File: config.mk
export PLATFORM = sky130hd
export DESIGN_NAME = page_fault_frame_replacer_core
export DESIGN_NICKNAME = d
export VERILOG_FILES = /design/src/design/pfr_pkg.sv /design/src/design/page_fault_frame_replacer_core.sv /design/src/design/pfr_frame_mem.sv /design/src/design/pfr_mod_unit.sv
export SDC_FILE = /design/constraint.sdc
export NUM_CORES = 1
export LEC_CHECK = 0
export ABC_CLOCK_PERIOD_IN_PS = 7400
export BUFFER_PORTS_ARGS = -buffer_cell sky130_fd_sc_hd__buf_2
export CAP_MARGIN = 20
export CORE_ASPECT_RATIO = 1.5
export CORE_UTILIZATION = 61
export CTS_CLUSTER_DIAMETER = 50
export DETAILED_ROUTE_END_ITERATION = 10
export GPL_TIMING_DRIVEN = 0
export PLACE_DENSITY = 0.79
export SLEW_MARGIN = 40
export SYNTH_ARGS = -nofsm -noshare
export SYNTH_HDL_FRONTEND = slang
export SYNTH_SLANG_ARGS = --single-unit
File: constraint.sdc
create_clock -name clk -period 7.4 [get_ports clk]
set_input_delay 0 -clock clk [delete_from_list [all_inputs] [get_ports clk]]
set_output_delay 0 -clock clk [all_outputs]
set_load 0.01 [all_outputs]
File: src/design/pfr_pkg.sv
`timescale 1ns / 1ps
// Shared types and constants for the page fault frame replacer.
// No dependencies; used by every module of the block.
package pfr_pkg;

	localparam int DEF_FRAMES = 64;

	localparam int PAGE_W  = 10;
	localparam int BITS_W  = 2;
	localparam int FRAME_W = 6;
	localparam int CNT_W   = 32;

	// victim LFSR and the remainder unit that reduces it
	localparam int          LFSR_W    = 32;
	localparam logic [31:0] LFSR_MASK = 32'h8020_0003;
	localparam int          MOD_BPC   = 4;

	// configuration port
	localparam int CFG_IDX_W  = 2;
	localparam int CFG_DATA_W = 32;
	localparam int FIU_W      = 7;
	localparam logic [CFG_IDX_W-1:0] CFG_POLICY        = 2'd0;
	localparam logic [CFG_IDX_W-1:0] CFG_FRAMES_IN_USE = 2'd1;
	localparam logic [CFG_IDX_W-1:0] CFG_RANDOM_SEED   = 2'd2;

	localparam logic POL_RANDOM = 1'b0;
	localparam logic POL_FIFO   = 1'b1;

	// protection codes
	localparam logic [BITS_W-1:0] BITS_NONE       = 2'd0;
	localparam logic [BITS_W-1:0] BITS_READ       = 2'd1;
	localparam logic [BITS_W-1:0] BITS_WRITE_ONLY = 2'd2;
	localparam logic [BITS_W-1:0] BITS_RW         = 2'd3;

	localparam logic ST_HANDLED = 1'b0;
	localparam logic ST_BAD     = 1'b1;

	typedef struct packed {
		logic [PAGE_W-1:0]  page;
		logic [BITS_W-1:0]  current_bits;
		logic [FRAME_W-1:0] current_frame;
	} in_t;

	typedef struct packed {
		logic [FRAME_W-1:0] frame;
		logic [BITS_W-1:0]  new_bits;
		logic               read_from_disk;
		logic               evicted;
		logic [PAGE_W-1:0]  evicted_page;
		logic               write_back;
		logic               status;
		logic [CNT_W-1:0]   fault_count;
		logic [CNT_W-1:0]   read_count;
		logic [CNT_W-1:0]   write_count;
		logic [CNT_W-1:0]   invalidate_count;
	} out_t;

	// one frame table entry
	typedef struct packed {
		logic              writable;
		logic [PAGE_W-1:0] page;
	} entry_t;

endpackage

File: src/design/page_fault_frame_replacer_core.sv
`timescale 1ns / 1ps
// Fills, upgrades and bad bits are decided in S_DECIDE and the result registered;
// a FIFO eviction goes on through S_READ (frame table read) and S_EVICT; a random
// eviction first runs S_DIVIDE (4-bit-per-cycle remainder unit), then S_READ, S_EVICT.
// One item in flight: the next is taken once the result loads; output stall holds it.
// Reset clears control, counters and the LFSR (to 1); the frame table is not
// cleared: an entry is only read on eviction, after it has been filled.
module page_fault_frame_replacer_core #(
	parameter int FRAMES = pfr_pkg::DEF_FRAMES
) (
	input  logic                           clk,
	input  logic                           arst_n,
	input  logic                           in_valid,
	output logic                           in_stall,
	input  pfr_pkg::in_t                   in_data,
	output logic                           out_valid,
	input  logic                           out_stall,
	output pfr_pkg::out_t                  out_data,
	input  logic                           cfg_we,
	input  logic [pfr_pkg::CFG_IDX_W-1:0]  cfg_index,
	input  logic [pfr_pkg::CFG_DATA_W-1:0] cfg_data
);

	localparam int FW = (FRAMES > 1) ? $clog2(FRAMES) : 1;
	localparam int NW = $clog2(FRAMES + 1);
	localparam int CW = (NW > pfr_pkg::FIU_W) ? NW : pfr_pkg::FIU_W;

	typedef enum logic [2:0] {
		S_IDLE,
		S_DECIDE,
		S_DIVIDE,
		S_READ,
		S_EVICT
	} state_t;

	state_t                            state_q;
	pfr_pkg::in_t                      item_q;
	logic                              policy_q;
	logic [pfr_pkg::FIU_W-1:0]         fiu_q;
	logic [pfr_pkg::LFSR_W-1:0]        lfsr_q;
	logic [NW-1:0]                     filled_q;
	logic [FW-1:0]                     ptr_q;
	logic [FW-1:0]                     victim_q;
	logic [pfr_pkg::CNT_W-1:0]         faults_q, reads_q, writes_q, invals_q;
	logic                              out_valid_q;
	logic [pfr_pkg::FRAME_W-1:0]       res_frame_q;
	logic [pfr_pkg::BITS_W-1:0]        res_bits_q;
	logic                              res_rd_q, res_ev_q, res_wb_q, res_st_q;
	logic [pfr_pkg::PAGE_W-1:0]        res_evp_q;

	logic [CW-1:0]                     n_c;
	logic [NW-1:0]                     n;
	logic                              fill_ok;
	logic [FW-1:0]                     ptr_eff;
	logic [NW-1:0]                     ptr_inc;
	logic [FW-1:0]                     ptr_next;
	logic [pfr_pkg::LFSR_W-1:0]        lfsr_next;
	logic [pfr_pkg::LFSR_W-1:0]        seed_val;
	logic                              out_free;
	logic                              immediate;
	logic                              emit;
	logic                              cur_in_range;
	logic                              mem_we;
	logic [FW-1:0]                     mem_waddr;
	pfr_pkg::entry_t                   mem_wdata;
	pfr_pkg::entry_t                   mem_rdata;
	logic                              mod_start;
	logic                              mod_done;
	logic [FW-1:0]                     mod_rem;
	logic [pfr_pkg::FRAME_W-1:0]       res_frame;
	logic [pfr_pkg::BITS_W-1:0]        res_bits;
	logic                              res_rd, res_ev, res_wb, res_st;
	logic [pfr_pkg::PAGE_W-1:0]        res_evp;

	// effective frame count: 0 acts as 1, above FRAMES clamps to FRAMES
	always_comb begin
		if (fiu_q == '0) begin
			n_c = CW'(1);
		end else if (CW'(fiu_q) > CW'(FRAMES)) begin
			n_c = CW'(FRAMES);
		end else begin
			n_c = CW'(fiu_q);
		end
		n = n_c[NW-1:0];
	end

	assign fill_ok   = filled_q < n;
	assign ptr_eff   = (NW'(ptr_q) >= n) ? '0 : ptr_q;
	assign ptr_inc   = NW'(ptr_eff) + 1'b1;
	assign ptr_next  = (ptr_inc >= n) ? '0 : ptr_inc[FW-1:0];
	assign lfsr_next = (lfsr_q >> 1) ^ (lfsr_q[0] ? pfr_pkg::LFSR_MASK : '0);
	assign seed_val  = (cfg_data == '0) ? pfr_pkg::LFSR_W'(1) : cfg_data;
	assign out_free  = !out_valid_q || !out_stall;
	assign immediate = (item_q.current_bits != pfr_pkg::BITS_NONE) || fill_ok;
	assign emit      = out_free && (((state_q == S_DECIDE) && immediate) ||
		(state_q == S_EVICT));
	assign cur_in_range = 32'(item_q.current_frame) < 32'(FRAMES);
	assign mod_start = (state_q == S_DECIDE) && !immediate &&
		(policy_q == pfr_pkg::POL_RANDOM);
	assign in_stall  = (state_q != S_IDLE);

	// result fields and the frame table write that goes with them
	always_comb begin
		res_frame      = item_q.current_frame;
		res_bits       = item_q.current_bits;
		res_rd         = 1'b0;
		res_ev         = 1'b0;
		res_evp        = '0;
		res_wb         = 1'b0;
		res_st         = pfr_pkg::ST_HANDLED;
		mem_we         = 1'b0;
		mem_waddr      = FW'(item_q.current_frame);
		mem_wdata.page = item_q.page;
		mem_wdata.writable = 1'b0;
		if (state_q == S_EVICT) begin
			res_frame = pfr_pkg::FRAME_W'(victim_q);
			res_bits  = pfr_pkg::BITS_READ;
			res_rd    = 1'b1;
			res_ev    = 1'b1;
			res_evp   = mem_rdata.page;
			res_wb    = mem_rdata.writable;
			mem_we    = emit;
			mem_waddr = victim_q;
		end else begin
			case (item_q.current_bits) inside
				pfr_pkg::BITS_NONE: begin
					res_frame = pfr_pkg::FRAME_W'(filled_q[FW-1:0]);
					res_bits  = pfr_pkg::BITS_READ;
					res_rd    = 1'b1;
					mem_we    = emit;
					mem_waddr = filled_q[FW-1:0];
				end
				pfr_pkg::BITS_WRITE_ONLY: begin
					res_st = pfr_pkg::ST_BAD;
				end
				pfr_pkg::BITS_READ, pfr_pkg::BITS_RW: begin
					res_bits = pfr_pkg::BITS_RW;
					mem_we   = emit && cur_in_range;
					mem_wdata.writable = 1'b1;
				end
				default: begin
					res_st = pfr_pkg::ST_BAD;
				end
			endcase
		end
	end

	pfr_frame_mem #(.FRAMES(FRAMES)) u_mem (
		.clk   (clk),
		.we    (mem_we),
		.waddr (mem_waddr),
		.wdata (mem_wdata),
		.raddr (victim_q),
		.rdata (mem_rdata)
	);

	pfr_mod_unit #(.FRAMES(FRAMES)) u_mod (
		.clk       (clk),
		.arst_n    (arst_n),
		.start     (mod_start),
		.dividend  (lfsr_next),
		.divisor   (n),
		.done      (mod_done),
		.remainder (mod_rem)
	);

	always_ff @(posedge clk or negedge arst_n) begin
		if (!arst_n) begin
			state_q     <= S_IDLE;
			policy_q    <= pfr_pkg::POL_FIFO;
			fiu_q       <= pfr_pkg::FIU_W'(64);
			lfsr_q      <= pfr_pkg::LFSR_W'(1);
			filled_q    <= '0;
			ptr_q       <= '0;
			victim_q    <= '0;
			faults_q    <= '0;
			reads_q     <= '0;
			writes_q    <= '0;
			invals_q    <= '0;
			out_valid_q <= 1'b0;
		end else begin
			if (cfg_we) begin
				unique case (cfg_index)
					pfr_pkg::CFG_POLICY:        policy_q <= cfg_data[0];
					pfr_pkg::CFG_FRAMES_IN_USE: fiu_q <= cfg_data[pfr_pkg::FIU_W-1:0];
					pfr_pkg::CFG_RANDOM_SEED:   lfsr_q <= seed_val;
					default: ;
				endcase
			end
			if (emit) begin
				out_valid_q <= 1'b1;
			end else if (!out_stall) begin
				out_valid_q <= 1'b0;
			end
			unique case (state_q)
				S_IDLE: begin
					if (in_valid) begin
						state_q <= S_DECIDE;
					end
				end
				S_DECIDE: begin
					if (!immediate) begin
						if (policy_q == pfr_pkg::POL_FIFO) begin
							victim_q <= ptr_eff;
							ptr_q    <= ptr_next;
							state_q  <= S_READ;
						end else begin
							lfsr_q  <= lfsr_next;
							state_q <= S_DIVIDE;
						end
					end else if (out_free) begin
						if (item_q.current_bits == pfr_pkg::BITS_NONE) begin
							filled_q <= filled_q + 1'b1;
						end
						state_q <= S_IDLE;
					end
				end
				S_DIVIDE: begin
					if (mod_done) begin
						victim_q <= mod_rem;
						state_q  <= S_READ;
					end
				end
				S_READ: begin
					state_q <= S_EVICT;
				end
				S_EVICT: begin
					if (out_free) begin
						state_q <= S_IDLE;
					end
				end
				default: begin
					state_q <= S_IDLE;
				end
			endcase
			if (emit) begin
				faults_q <= faults_q + 1'b1;
				if (res_rd) begin
					reads_q <= reads_q + 1'b1;
				end
				if (res_wb) begin
					writes_q <= writes_q + 1'b1;
				end
				if (res_ev) begin
					invals_q <= invals_q + 1'b1;
				end
			end
		end
	end

	always_ff @(posedge clk) begin
		if (in_valid && !in_stall) begin
			item_q <= in_data;
		end
		if (emit) begin
			res_frame_q <= res_frame;
			res_bits_q  <= res_bits;
			res_rd_q    <= res_rd;
			res_ev_q    <= res_ev;
			res_evp_q   <= res_evp;
			res_wb_q    <= res_wb;
			res_st_q    <= res_st;
		end
	end

	// counters only move when a new result loads, so they track the shown item
	always_comb begin
		out_data.frame            = res_frame_q;
		out_data.new_bits         = res_bits_q;
		out_data.read_from_disk   = res_rd_q;
		out_data.evicted          = res_ev_q;
		out_data.evicted_page     = res_evp_q;
		out_data.write_back       = res_wb_q;
		out_data.status           = res_st_q;
		out_data.fault_count      = faults_q;
		out_data.read_count       = reads_q;
		out_data.write_count      = writes_q;
		out_data.invalidate_count = invals_q;
	end

	assign out_valid = out_valid_q;

`ifndef NO_ASSERTIONS
	assert property (@(posedge clk) disable iff (!arst_n)
		in_valid && !in_stall |=> in_stall)
		else $error("item accepted while previous item in progress");

	assert property (@(posedge clk) disable iff (!arst_n)
		lfsr_q != '0)
		else $error("victim LFSR reached zero");

	assert property (@(posedge clk) disable iff (!arst_n)
		state_q == S_EVICT |-> NW'(victim_q) < n)
		else $error("victim frame beyond active frame count");

	assert property (@(posedge clk) disable iff (!arst_n)
		32'(filled_q) <= 32'(FRAMES))
		else $error("fill count beyond frame table depth");
`endif

endmodule

File: src/design/pfr_frame_mem.sv
`timescale 1ns / 1ps
// Frame table: resident page and write permission per frame.
// Single write port, one registered read port. Uses pfr_pkg.
module pfr_frame_mem #(
	parameter int FRAMES = pfr_pkg::DEF_FRAMES,
	localparam int FW = (FRAMES > 1) ? $clog2(FRAMES) : 1
) (
	input  logic            clk,
	input  logic            we,
	input  logic [FW-1:0]   waddr,
	input  pfr_pkg::entry_t wdata,
	input  logic [FW-1:0]   raddr,
	output pfr_pkg::entry_t rdata
);

	pfr_pkg::entry_t mem [FRAMES];

	always_ff @(posedge clk) begin
		if (we) begin
			mem[waddr] <= wdata;
		end
		rdata <= mem[raddr];
	end

endmodule

File: src/design/pfr_mod_unit.sv
`timescale 1ns / 1ps
// Iterative remainder unit: dividend mod divisor, MOD_BPC bits per cycle.
// Divisor is at most FRAMES. Uses pfr_pkg.
module pfr_mod_unit #(
	parameter int FRAMES = pfr_pkg::DEF_FRAMES,
	localparam int FW = (FRAMES > 1) ? $clog2(FRAMES) : 1,
	localparam int NW = $clog2(FRAMES + 1)
) (
	input  logic                       clk,
	input  logic                       arst_n,
	input  logic                       start,
	input  logic [pfr_pkg::LFSR_W-1:0] dividend,
	input  logic [NW-1:0]              divisor,
	output logic                       done,
	output logic [FW-1:0]              remainder
);

	localparam int STEPS = pfr_pkg::LFSR_W / pfr_pkg::MOD_BPC;
	localparam int SC_W  = (STEPS > 1) ? $clog2(STEPS) : 1;

	logic                       run_q;
	logic [SC_W-1:0]            step_q;
	logic [pfr_pkg::LFSR_W-1:0] div_q;
	logic [FW-1:0]              rem_q;
	logic [FW:0]                dsr_q;
	logic [FW-1:0]              r;
	logic [FW:0]                t;

	// restoring remainder, MOD_BPC dividend bits per cycle; partial stays below divisor
	always_comb begin
		r = rem_q;
		t = '0;
		for (int i = 0; i < pfr_pkg::MOD_BPC; i++) begin
			t = {r, div_q[pfr_pkg::LFSR_W-1-i]};
			if (t >= dsr_q) begin
				t = t - dsr_q;
			end
			r = t[FW-1:0];
		end
	end

	assign done      = run_q && (step_q == SC_W'(STEPS - 1));
	assign remainder = r;

	always_ff @(posedge clk or negedge arst_n) begin
		if (!arst_n) begin
			run_q  <= 1'b0;
			step_q <= '0;
		end else if (start) begin
			run_q  <= 1'b1;
			step_q <= '0;
		end else if (run_q) begin
			step_q <= step_q + 1'b1;
			if (done) begin
				run_q <= 1'b0;
			end
		end
	end

	always_ff @(posedge clk) begin
		if (start) begin
			div_q <= dividend;
			rem_q <= '0;
			dsr_q <= (FW + 1)'(divisor);
		end else if (run_q) begin
			div_q <= div_q << pfr_pkg::MOD_BPC;
			rem_q <= r;
		end
	end

endmodule

### Yosys cells after proc, flatten, opt, wreduce, memory -nomap -nowiden

Memory sizes are Yosys's and may differ from the RTL's. A register that Yosys moved wholly into a read port is not among the register bits.
Cells that the tools add are included.

| storage, ports and cells | value |
|---|---|
| output and inout bits | 152 |
| input bits | 57 |
| register bits | 280 |
| RAM bits | 704 |
| memories kept | 1 |
| word-level logic and storage cells | 152 |

Memories:

| name | words | width | rd ports | clocked after memory_dff | wr ports | line | source |
|---|---|---|---|---|---|---|---|
| u_mem.mem | 64 | 11 | 1 | 1 | 1 | pfr_frame_mem.sv:16 | `pfr_pkg::entry_t mem [FRAMES];` |

| operators by class | value |
|---|---|
| $lt $le $gt $ge | 8 |
| bitwise logic cells | 3 |
| reductions and logical operators | 33 |
| muxes and demuxes | 54 |
| add/subtract/negate cells | 11 |
| equal/unequal tests | 15 |

Operators by type and width:

| kind | number |
|---|---|
| 2-to-1 mux 32 bit | 9 |
| adder 32 x 1 -> 32 bit, second input constant | 4 |
| 2-to-1 mux 6 bit | 11 |
| >= comparator 7 bit | 5 |
| logical NOT 32 bit | 1 |
| XOR 31 x 32 -> 32 bit | 1 |
| subtractor 6 bit | 4 |
| 2-to-1 mux 1 bit | 22 |
| 2-to-1 mux 3 bit | 6 |
| one-hot mux 3 bit (5 select lines) | 1 |
| 2-to-1 mux 7 bit | 2 |
| one-hot mux 6 bit (2 select lines) | 1 |
| AND reduction 2 bit | 6 |
| inequality test 2 bit, second input constant | 4 |
| AND reduction 4 bit | 2 |
| adder 6 x 1 -> 7 bit, second input constant | 1 |
| adder 7 x 1 -> 7 bit, second input constant | 1 |
| >= comparator 6 x 7 -> 1 bit | 1 |
| > comparator 7 bit, second input constant | 1 |
| logical NOT 7 bit | 1 |
| < comparator 7 bit | 1 |
| equality test 2 bit, second input constant | 3 |
| equality test 3 x 2 -> 1 bit, second input constant | 2 |
| equality test 3 bit, second input constant | 2 |
| other kinds (15) | 32 |

### Logic depth before layout (Yosys ltp)

Gate-level depths: netlist (run 1).

| depth | value |
|---|---|
| depth in word-level cells | 14 |
| mapped depth | 31 |
| gate-level depth less buffers | 30 |

### Hierarchy

A second synthesis (run 1) with hierarchy kept.

| unflattened totals | value |
|---|---|
| cell total of the unflattened synthesis | 2535 |
| area, all modules | 41653.7 µm² |

By module, submodules not included:

| module | times used | cells each | seq. area each (µm²) | area each (µm²) |
|---|---|---|---|---|
| pfr_frame_mem | 1 | 1279 | 21360.5 | 27486.4 |
| page_fault_frame_replacer_core | 1 | 958 | 5984.5 | 10827.9 |
| pfr_mod_unit | 1 | 298 | 1391.3 | 3339.5 |

### Least setup slack after synthesis (run 1)

No wires, ideal clock.

| timing path | value |
|---|---|
| path kind | reg2reg |
| start point | reg u_mod.dsr_q[1] |
| end point | reg victim_q[2] |
| arrival time | 5.840 ns |
| library setup time | 0.104 ns |
| cell stages (with the launch flop) | 27 |
| buffers on the path | 1 |
| data required time | 7.296 ns |
| clock period less this slack | 5.944 ns |
| setup slack | 1.456 ns |
| cells stage by stage | edfxtp_1 -> inv_1 -> ha_1 -> nand2_1 -> o21ai_0 -> a21o_1 -> mux2i_1 -> inv_1 -> ha_1 -> a21o_1 -> a21oi_1 -> o211ai_1 -> nand2_1 -> mux2i_1 -> ha_1 -> a2111oi_0 -> o21ai_0 -> o21ai_0 -> mux2i_1 -> ha_1 -> a311o_1 -> o2111ai_1 -> nand2_1 -> clkbuf_1 -> nand2_1 -> o21ai_0 -> a221oi_1 |

| on the way | value |
|---|---|
| word-level cells in the longest chain between the ends | 10 |
| elaborated cells between the ends (all ways) | 14 |
| classes of those cells | 4 x add/sub; 4 x order compare; 6 x mux |

RTL lines:

| item | line | source |
|---|---|---|
| start, declared | pfr_mod_unit.sv:25 | `logic [FW:0] dsr_q;` |
| start signal, assigned | pfr_mod_unit.sv:64 | `dsr_q <= (FW + 1)'(divisor);` |
| subtractor 6 bit or >= comparator 7 bit (tied branches) | pfr_mod_unit.sv:36, pfr_mod_unit.sv:35 |  |
| 2-to-1 mux 6 bit | pfr_mod_unit.sv:35 | `if (t >= dsr_q) begin` |
| subtractor 6 bit or >= comparator 7 bit (tied branches) | pfr_mod_unit.sv:36, pfr_mod_unit.sv:35 |  |
| 2-to-1 mux 6 bit | pfr_mod_unit.sv:35 |  |
| >= comparator 7 bit or subtractor 6 bit (tied branches) | pfr_mod_unit.sv:35, pfr_mod_unit.sv:36 |  |
| 2-to-1 mux 6 bit | pfr_mod_unit.sv:35 |  |
| subtractor 6 bit or >= comparator 7 bit (tied branches) | pfr_mod_unit.sv:36, pfr_mod_unit.sv:35 |  |
| 2-to-1 mux 6 bit * | pfr_mod_unit.sv:35 |  |
| 2-to-1 mux 6 bit * | page_fault_frame_replacer_core.sv:219 | `if (mod_done) begin` |
| one-hot mux 6 bit (2 select lines) * | page_fault_frame_replacer_core.sv:195 | `unique case (state_q)` |
| end signal, assigned | page_fault_frame_replacer_core.sv:204 | `victim_q <= ptr_eff;` |
| end signal, assigned | page_fault_frame_replacer_core.sv:220 | `victim_q <= mod_rem;` |
| end, declared | page_fault_frame_replacer_core.sv:43 | `logic [FW-1:0] victim_q;` |

Every way passes the cells marked *; elsewhere a longest branch is shown, timed or not. The select of a mux whose other input is x is not followed.
A chain may end at the register's enable or synchronous reset.

### Worst setup path after layout (run 1)

Same ends and word-level chain as after synthesis.

==> qor.txt, run 1 <==
Vias in the first global route - 25,518
Cell Pwr Density - 376.8 nW/um2
Die height - 319.9 um
CP Capture Type - register
CTS buffer count - 86
Routed WL - 110,200 um
Drt first pass iters - 5
Clk Latency, worst-skew pair - 0.66 ns
Final ANT Viol Nets - 0
Ys flop type - edfxtp_1
Final setup fails - 0
Sink Count - 995
Max Cap Viol - 0
Leak pwr - 17.62 nW
DRT iter0 DRCs - 3,182
Syn Area/Cell - 17.32 um2
Cell mode on critical path - ha_1
CTS HTree Levels - 3
Min-delay worst type - in -> reg
Area growth syn-to-layout - 17.20%
Required time of the critical path - 7.94 ns
Chip width - 213.9 um
Setup slack after layout - 0.4180 ns
Hold Violations, Final - 0
Max-slew violations - 0
Worst-path clk slew - 0.07 ns
Port Buf Inserts - 208
CP max FO - 10
Die outline area - 68,440 um2
Largest family of logic cells by synthesized area - multiplexers
Core region area - 66,620 um2
F_max - 143.2 MHz
Yosys cell types - 65
Most common cell after layout, fill and taps aside - edfxtp_1
Final min period - 6.982 ns
#FFs+latches synth - 995
DRC - 0
Status - finished, final reports clean
Slew @ Worst Pin - 0.9216 ns
Tot GR Track Use - 0.3299
Post-Synthesis Cells - 2,373
Post-synthesis adder-cell area fraction - 0.01869
Avg WL per Cell - 29.11 um
Vias - 24,641
Overflow left after global routing - 0
First-pass GRT wire length - 164,300 um
Setup Skew - 0.02992 ns
Initial antenna violation count - 7
Final #Nets - 2,950
Number of cell rows - 116
Largest area contributor in the netlist - edfxtp_1
Design Power - 18.15 mW
Synth area leaders - edfxtp_1 (57%), mux4_2 (13%), dfrtp_1 (12%)
Layout cells sized above 1 - 0.2894
Critical Path Start Type - register
RSZ-0062 raised after global routing - no
CTS tree - built
Area share of the largest cell type after synthesis - 0.5721
IO Pins - 209
Top Usage Layer GRT - met2
Starting density of the core - 0.6169
Core Util, Final - 0.7230
Seq/Total Area, Yosys - 0.6992
Peak VDD IR - 0.0002716 V
Pin count of the biggest net entering global routing - 73
Met1 global-route usage - 0.3841
Post-Synth XOR/XNOR Area - 0.03260
Post-synth EDFFs - 783
Met3 global-route usage - 0.06971
Post-synthesis mux area share - 0.1432
GPL Wtd Cong - 0.9517
Relative slew slack - 0.3856
Commonest cells after routing, fill and taps aside - edfxtp_1 (783), buf_2 (243), mux4_2 (231), dfrtp_1 (192), nand2_1 (183)
Synthesized Nets - 2,489
Synth async-reset ratio - 0.1960
Largest stage delay, worst path - 0.49 ns
Synth Area in Compound Gates - 0.02460
Final period util - 0.9435
Root Buffer - clkbuf_16
Vias per cell - 6.508
Mapped Area - 41,100 um2
Critical path type - reg -> reg
Worst-case clock buffer depth - 3
Met2 usage - 0.5590
Worst Path Arrival - 7.53 ns
Setup WS pre-CTS - -0.2645 ns
Post-Synth Simple-Gate Area - 0.06606
YS warnings - 0
Delay-heaviest family, CP - compound AO/OA/AOI/OAI gates
Buf+Inv Stages, Crit Path - 4
Critical Path Slowest Stage Cell - edfxtp_1
HPWL Detailed - 74,720 um
## stage by stage
stage          hold WS (ns)  std cells  instance area (um2)  TNS [ns]
6_report            0.05390       3786                48170         0
5_1_grt             0.05201       3784                48160         0
4_1_cts            0.005639       3783                48130         0
3_5_place_dp       0.003247       3571                44570   -0.8963
3_3_place_gp         0.1798       3466                43250         0
2_1_floorplan       -0.2956       2373                41100         0
## cell families after synthesis
| kind of cell | after synthesis |
|---|---|
| AND/OR/NAND/NOR | 556 |
| buffers and inverters | 148 |
| multiplexers | 297 |
| AO/OA/AOI/OAI | 165 |
| adder cells (fa/ha/maj) | 59 |
| flip-flops | 995 |
| XOR/XNOR | 153 |
## cells in the mapped netlist (4+ instances only)
cell type	instances
edfxtp_1	783
mux4_2	231
dfrtp_1	192
nand2_1	185
xnor2_1	110
nor2_1	87
nor3_1	70
o21ai_0	70
nand3_1	58
clkbuf_1	57
ha_1	55
inv_1	51
mux2i_1	49
xor2_1	43
nand4_1	38
a21oi_1	32
and2_1	23
and3_1	20
buf_4	18
dfxtp_1	17
mux2_2	17
nor4_1	14
and4_1	13
buf_2	11
a21o_1	10
buf_1	10
nor2b_1	10
nand2b_1	9
o21a_1	7
a211oi_1	5
nand3b_1	5
a31o_2	4
a31oi_1	4
fa_1	4
nor2_2	4
o21bai_1	4
or3_1	4
## cell type report
class                   count  area [um2]
clock buffers             100        2247
clock inverters            53       698.2
multi-input cells        1230       12070
inverters                  51       191.4
well taps                 885        1107
repair buffers            373        2643
fillers                  3817       18450
plain buffers              97       473.0
flip-flops and latches    995       28740
diodes                      2       5.005
## path summary, 6_finish.rpt
| path | start | to | slack [ns] | cells past startpoint |
|---|---|---|---|---|
| setup / recovery | u_mod.dsr_q[1] | victim_q[2] | 0.42 | 28 |
| hold reg to reg | faults_q[31] | faults_q[31] | 0.48 | 1 |
| max in group asynchronous | arst_n | fiu_q[6] | 6.20 | 5 |
| setup reg to reg | u_mod.dsr_q[1] | victim_q[2] | 0.42 | 28 |
| min in group asynchronous | arst_n | writes_q[21] | 0.48 | 4 |
| hold / removal | cfg_index[0] | fiu_q[2] | 0.05 | 3 |
## metal layers
metal | wire length [um] | up-vias
met5 | 51 | -
met4 | 7506 | 8
met3 | 9716 | 371
met2 | 56070 | 1524
met1 | 36870 | 12579
li1 | - | 10159
## state kept, by name, indices dropped and copies added (netlist names), 10 cells and up
signal and flops:
u_mem.mem 704, faults_q 32, invals_q 32, lfsr_q 32, reads_q 32, u_mod.div_q 32
writes_q 32, item_q 18, u_mem.rdata 11, res_evp_q 10
## power by group
part | leakage (nW) | total (mW) | switching (mW) | internal, mW
clock network | 1.42 | 4.78 | 2.06 | 2.72
logic | 6.45 | 6.41 | 3.82 | 2.59
registers | 9.75 | 6.96 | 0.275 | 6.69
## timing repair
action	4_1_cts	5_1_grt
hold buffers	58	0
hold endpoints to repair	222	0
pin swaps	1	0
gates resized for setup	5	10
setup buffers	1	1
endpoints found under the setup margin	9	12
## tightest hold or removal path, cell delays in order
cell	delay (ns)
buf_2	0.12
nand3b_1	0.33
mux2_2	0.23
Power figures use the tool's default switching activity.
==> inputs of run 2 (changes only) <==
Settings changed: CORE_ASPECT_RATIO 1.5 to 2.
==> run 2 against run 1 <==
- sequential share of layout area grew 0.096 points
- global-route usage increased by 0.64 points
- sequential cell count unchanged
- die area is essentially flat
- first-iteration DRC count down 14%
- combinational power about the same
- critical path type unchanged
- critical endpoint is now victim_q[5]
- largest power group unchanged
==> qor.txt, run 2 (synthesis gave the netlist of run 1 again) <==
Final #Nets - 2,946
Core region area - 66,730 um2
IO Pins - 209
Setup Skew - 0.02711 ns
Root Buffer - clkbuf_16
Worst-case clock buffer depth - 3
Die height - 369.1 um
Max Cap Viol - 0
Leak pwr - 17.60 nW
Critical Path Start Type - register
Dpl cells - 3,564
Critical path type - reg -> reg
Final setup fails - 0
Multi-input gate area - 12,080 um2
Fill cells - 3,885
F_max - 143.9 MHz
Final setup TNS - 0 ns
Hold path start - in_data[9]
Area growth syn-to-layout - 17.01%
Buf+Inv Stages, Crit Path - 3
GPL Wtd Cong - 0.9729
Vias - 24,630
Overflow left after global routing - 0
Min-delay worst type - in -> reg
Max FFs per register - 704
Reg with most FFs - u_mem.mem
Pin count of the biggest net entering global routing - 71
Design Power - 18.04 mW
DRT iter0 DRCs - 2,730
Worst reg-to-reg setup slack - 0.45 ns
Worst-path clk slew - 0.07 ns
Reg2reg end - victim_q[5]
DRC - 0
Vias per cell - 6.514
Initial antenna violation count - 5
Seq. cell area - 28,740 um2
Tot GR Track Use - 0.3364
Port Buf Inserts - 208
Clk Latency, worst-skew pair - 0.68 ns
Required time of the critical path - 7.97 ns
Drt first pass iters - 5
Die outline area - 68,480 um2
First-pass GRT wire length - 163,700 um
HPWL Detailed - 75,980 um
Fin area - 48,090 um2
Cell Pwr Density - 375.1 nW/um2
Placed Instance Area - 44,500 um2
CTS HTree Levels - 3
Layout cells sized above 1 - 0.2887
Core Util, Final - 0.7207
Largest stage delay, worst path - 0.52 ns
Starting density of the core - 0.6159
WHS Endpoint - item_q[9]
Avg WL per Cell - 29.51 um
Slew @ Worst Pin - 0.9422 ns
Peak VDD IR - 0.0003275 V
Commonest cells after routing, fill and taps aside - edfxtp_1 (783), buf_2 (251), mux4_2 (231), dfrtp_1 (192), nand2_1 (183)
Chip width - 185.5 um
CP max FO - 10
CTS tree - built
Most common cell after layout, fill and taps aside - edfxtp_1
Number of cell rows - 134
Cell mode on critical path - ha_1
Hold Violations, Final - 0
Delay-heaviest family, CP - compound AO/OA/AOI/OAI gates
Max-slew violations - 0
WHS Path Cells - 2
CP Capture Type - register
Launch point of the worst reg-to-reg path - u_mod.dsr_q[0]
R2R cell count - 27
Final ANT Viol Nets - 0
Vias in the first global route - 25,672
Sink Count - 995
Final period util - 0.9391
Worst Path Arrival - 7.51 ns
CTS buffer count - 81
Routed WL - 111,600 um
Status - finished, final reports clean
Critical Path Slowest Stage Cell - edfxtp_1
Relative slew slack - 0.3718
Final min period - 6.949 ns
Final std cells w/o fill - 3,781
run 2: per-layer routing:
metal | GRT usage | share of wire
met3 | 0.07096 | 0.080
met1 | 0.3542 | 0.31
met2 | 0.5985 | 0.53
met4 | 0.2205 | 0.075
met5 | 0 | 0.00041
run 2: final cells by class:
type,count,area share
diodes,1,0.00005203
plain buffers,97,0.009939
clock buffers,98,0.04608
clock inverters,51,0.01332
inverters,51,0.003981
multi-input cells,1230,0.2511
flip-flops and latches,995,0.5975
well taps,884,0.02300
repair buffers,374,0.05495
run 2: through the flow:
| step | worst slack [ns] | hold slack (ns) |
|---|---|---|
| floorplan | 1.456 | -0.2956 |
| global placement | -0.1148 | 0.1778 |
| detailed placement | -0.2955 | -0.04366 |
| CTS | 0.01560 | 0.003916 |
| global route | -0.05603 | 0.03949 |
| finish | 0.4510 | 0.04834 |
run 2: worst max path at each step:
stage | to | depth (start not counted) | start
detailed placement | victim_q[5] | 26 | u_mod.dsr_q[1]
global route | victim_q[5] | 28 | u_mod.dsr_q[2]
global placement | victim_q[5] | 27 | u_mod.dsr_q[1]
finish | victim_q[5] | 27 | u_mod.dsr_q[0]
floorplan | victim_q[2] | 26 | u_mod.dsr_q[1]
CTS | victim_q[5] | 28 | u_mod.dsr_q[1]
run 2: worst register-to-register path, stage by stage (launching register included):
cell and delay, ns:
edfxtp_1 0.52, ha_1 0.30, nor2b_1 0.14, o21ai_1 0.28, a21o_1 0.26, mux2i_1 0.31, inv_1 0.07, ha_1 0.21
a21o_1 0.19, a21oi_1 0.23, o211ai_1 0.25, nand2_2 0.20, mux2i_2 0.35, ha_1 0.37, a2111oi_2 0.39, o21ai_1 0.17
o21a_1 0.30, a31o_2 0.25, o21ai_2 0.23, inv_1 0.07, ha_1 0.22, a311o_1 0.32, o2111ai_1 0.17, nand2_1 0.16
clkbuf_2 0.23, a21oi_1 0.13, o21ai_0 0.25, o211ai_1 0.27
run 2: repair_timing:
action                                  CTS  global route
resized for setup                         7            11
endpoints found under the hold margin   205             0
buffers inserted                          0             1
endpoints found under the setup margin    9            12
pin swaps                                 0             0
hold buffers                             65             0
run 2: power breakdown:
part / total, mW / internal [mW] / switching [mW]
registers: 6.97 / 6.69 / 0.285
logic: 6.40 / 2.58 / 3.82
clock network: 4.67 / 2.59 / 2.08
total: 18.0 / 11.9 / 6.19
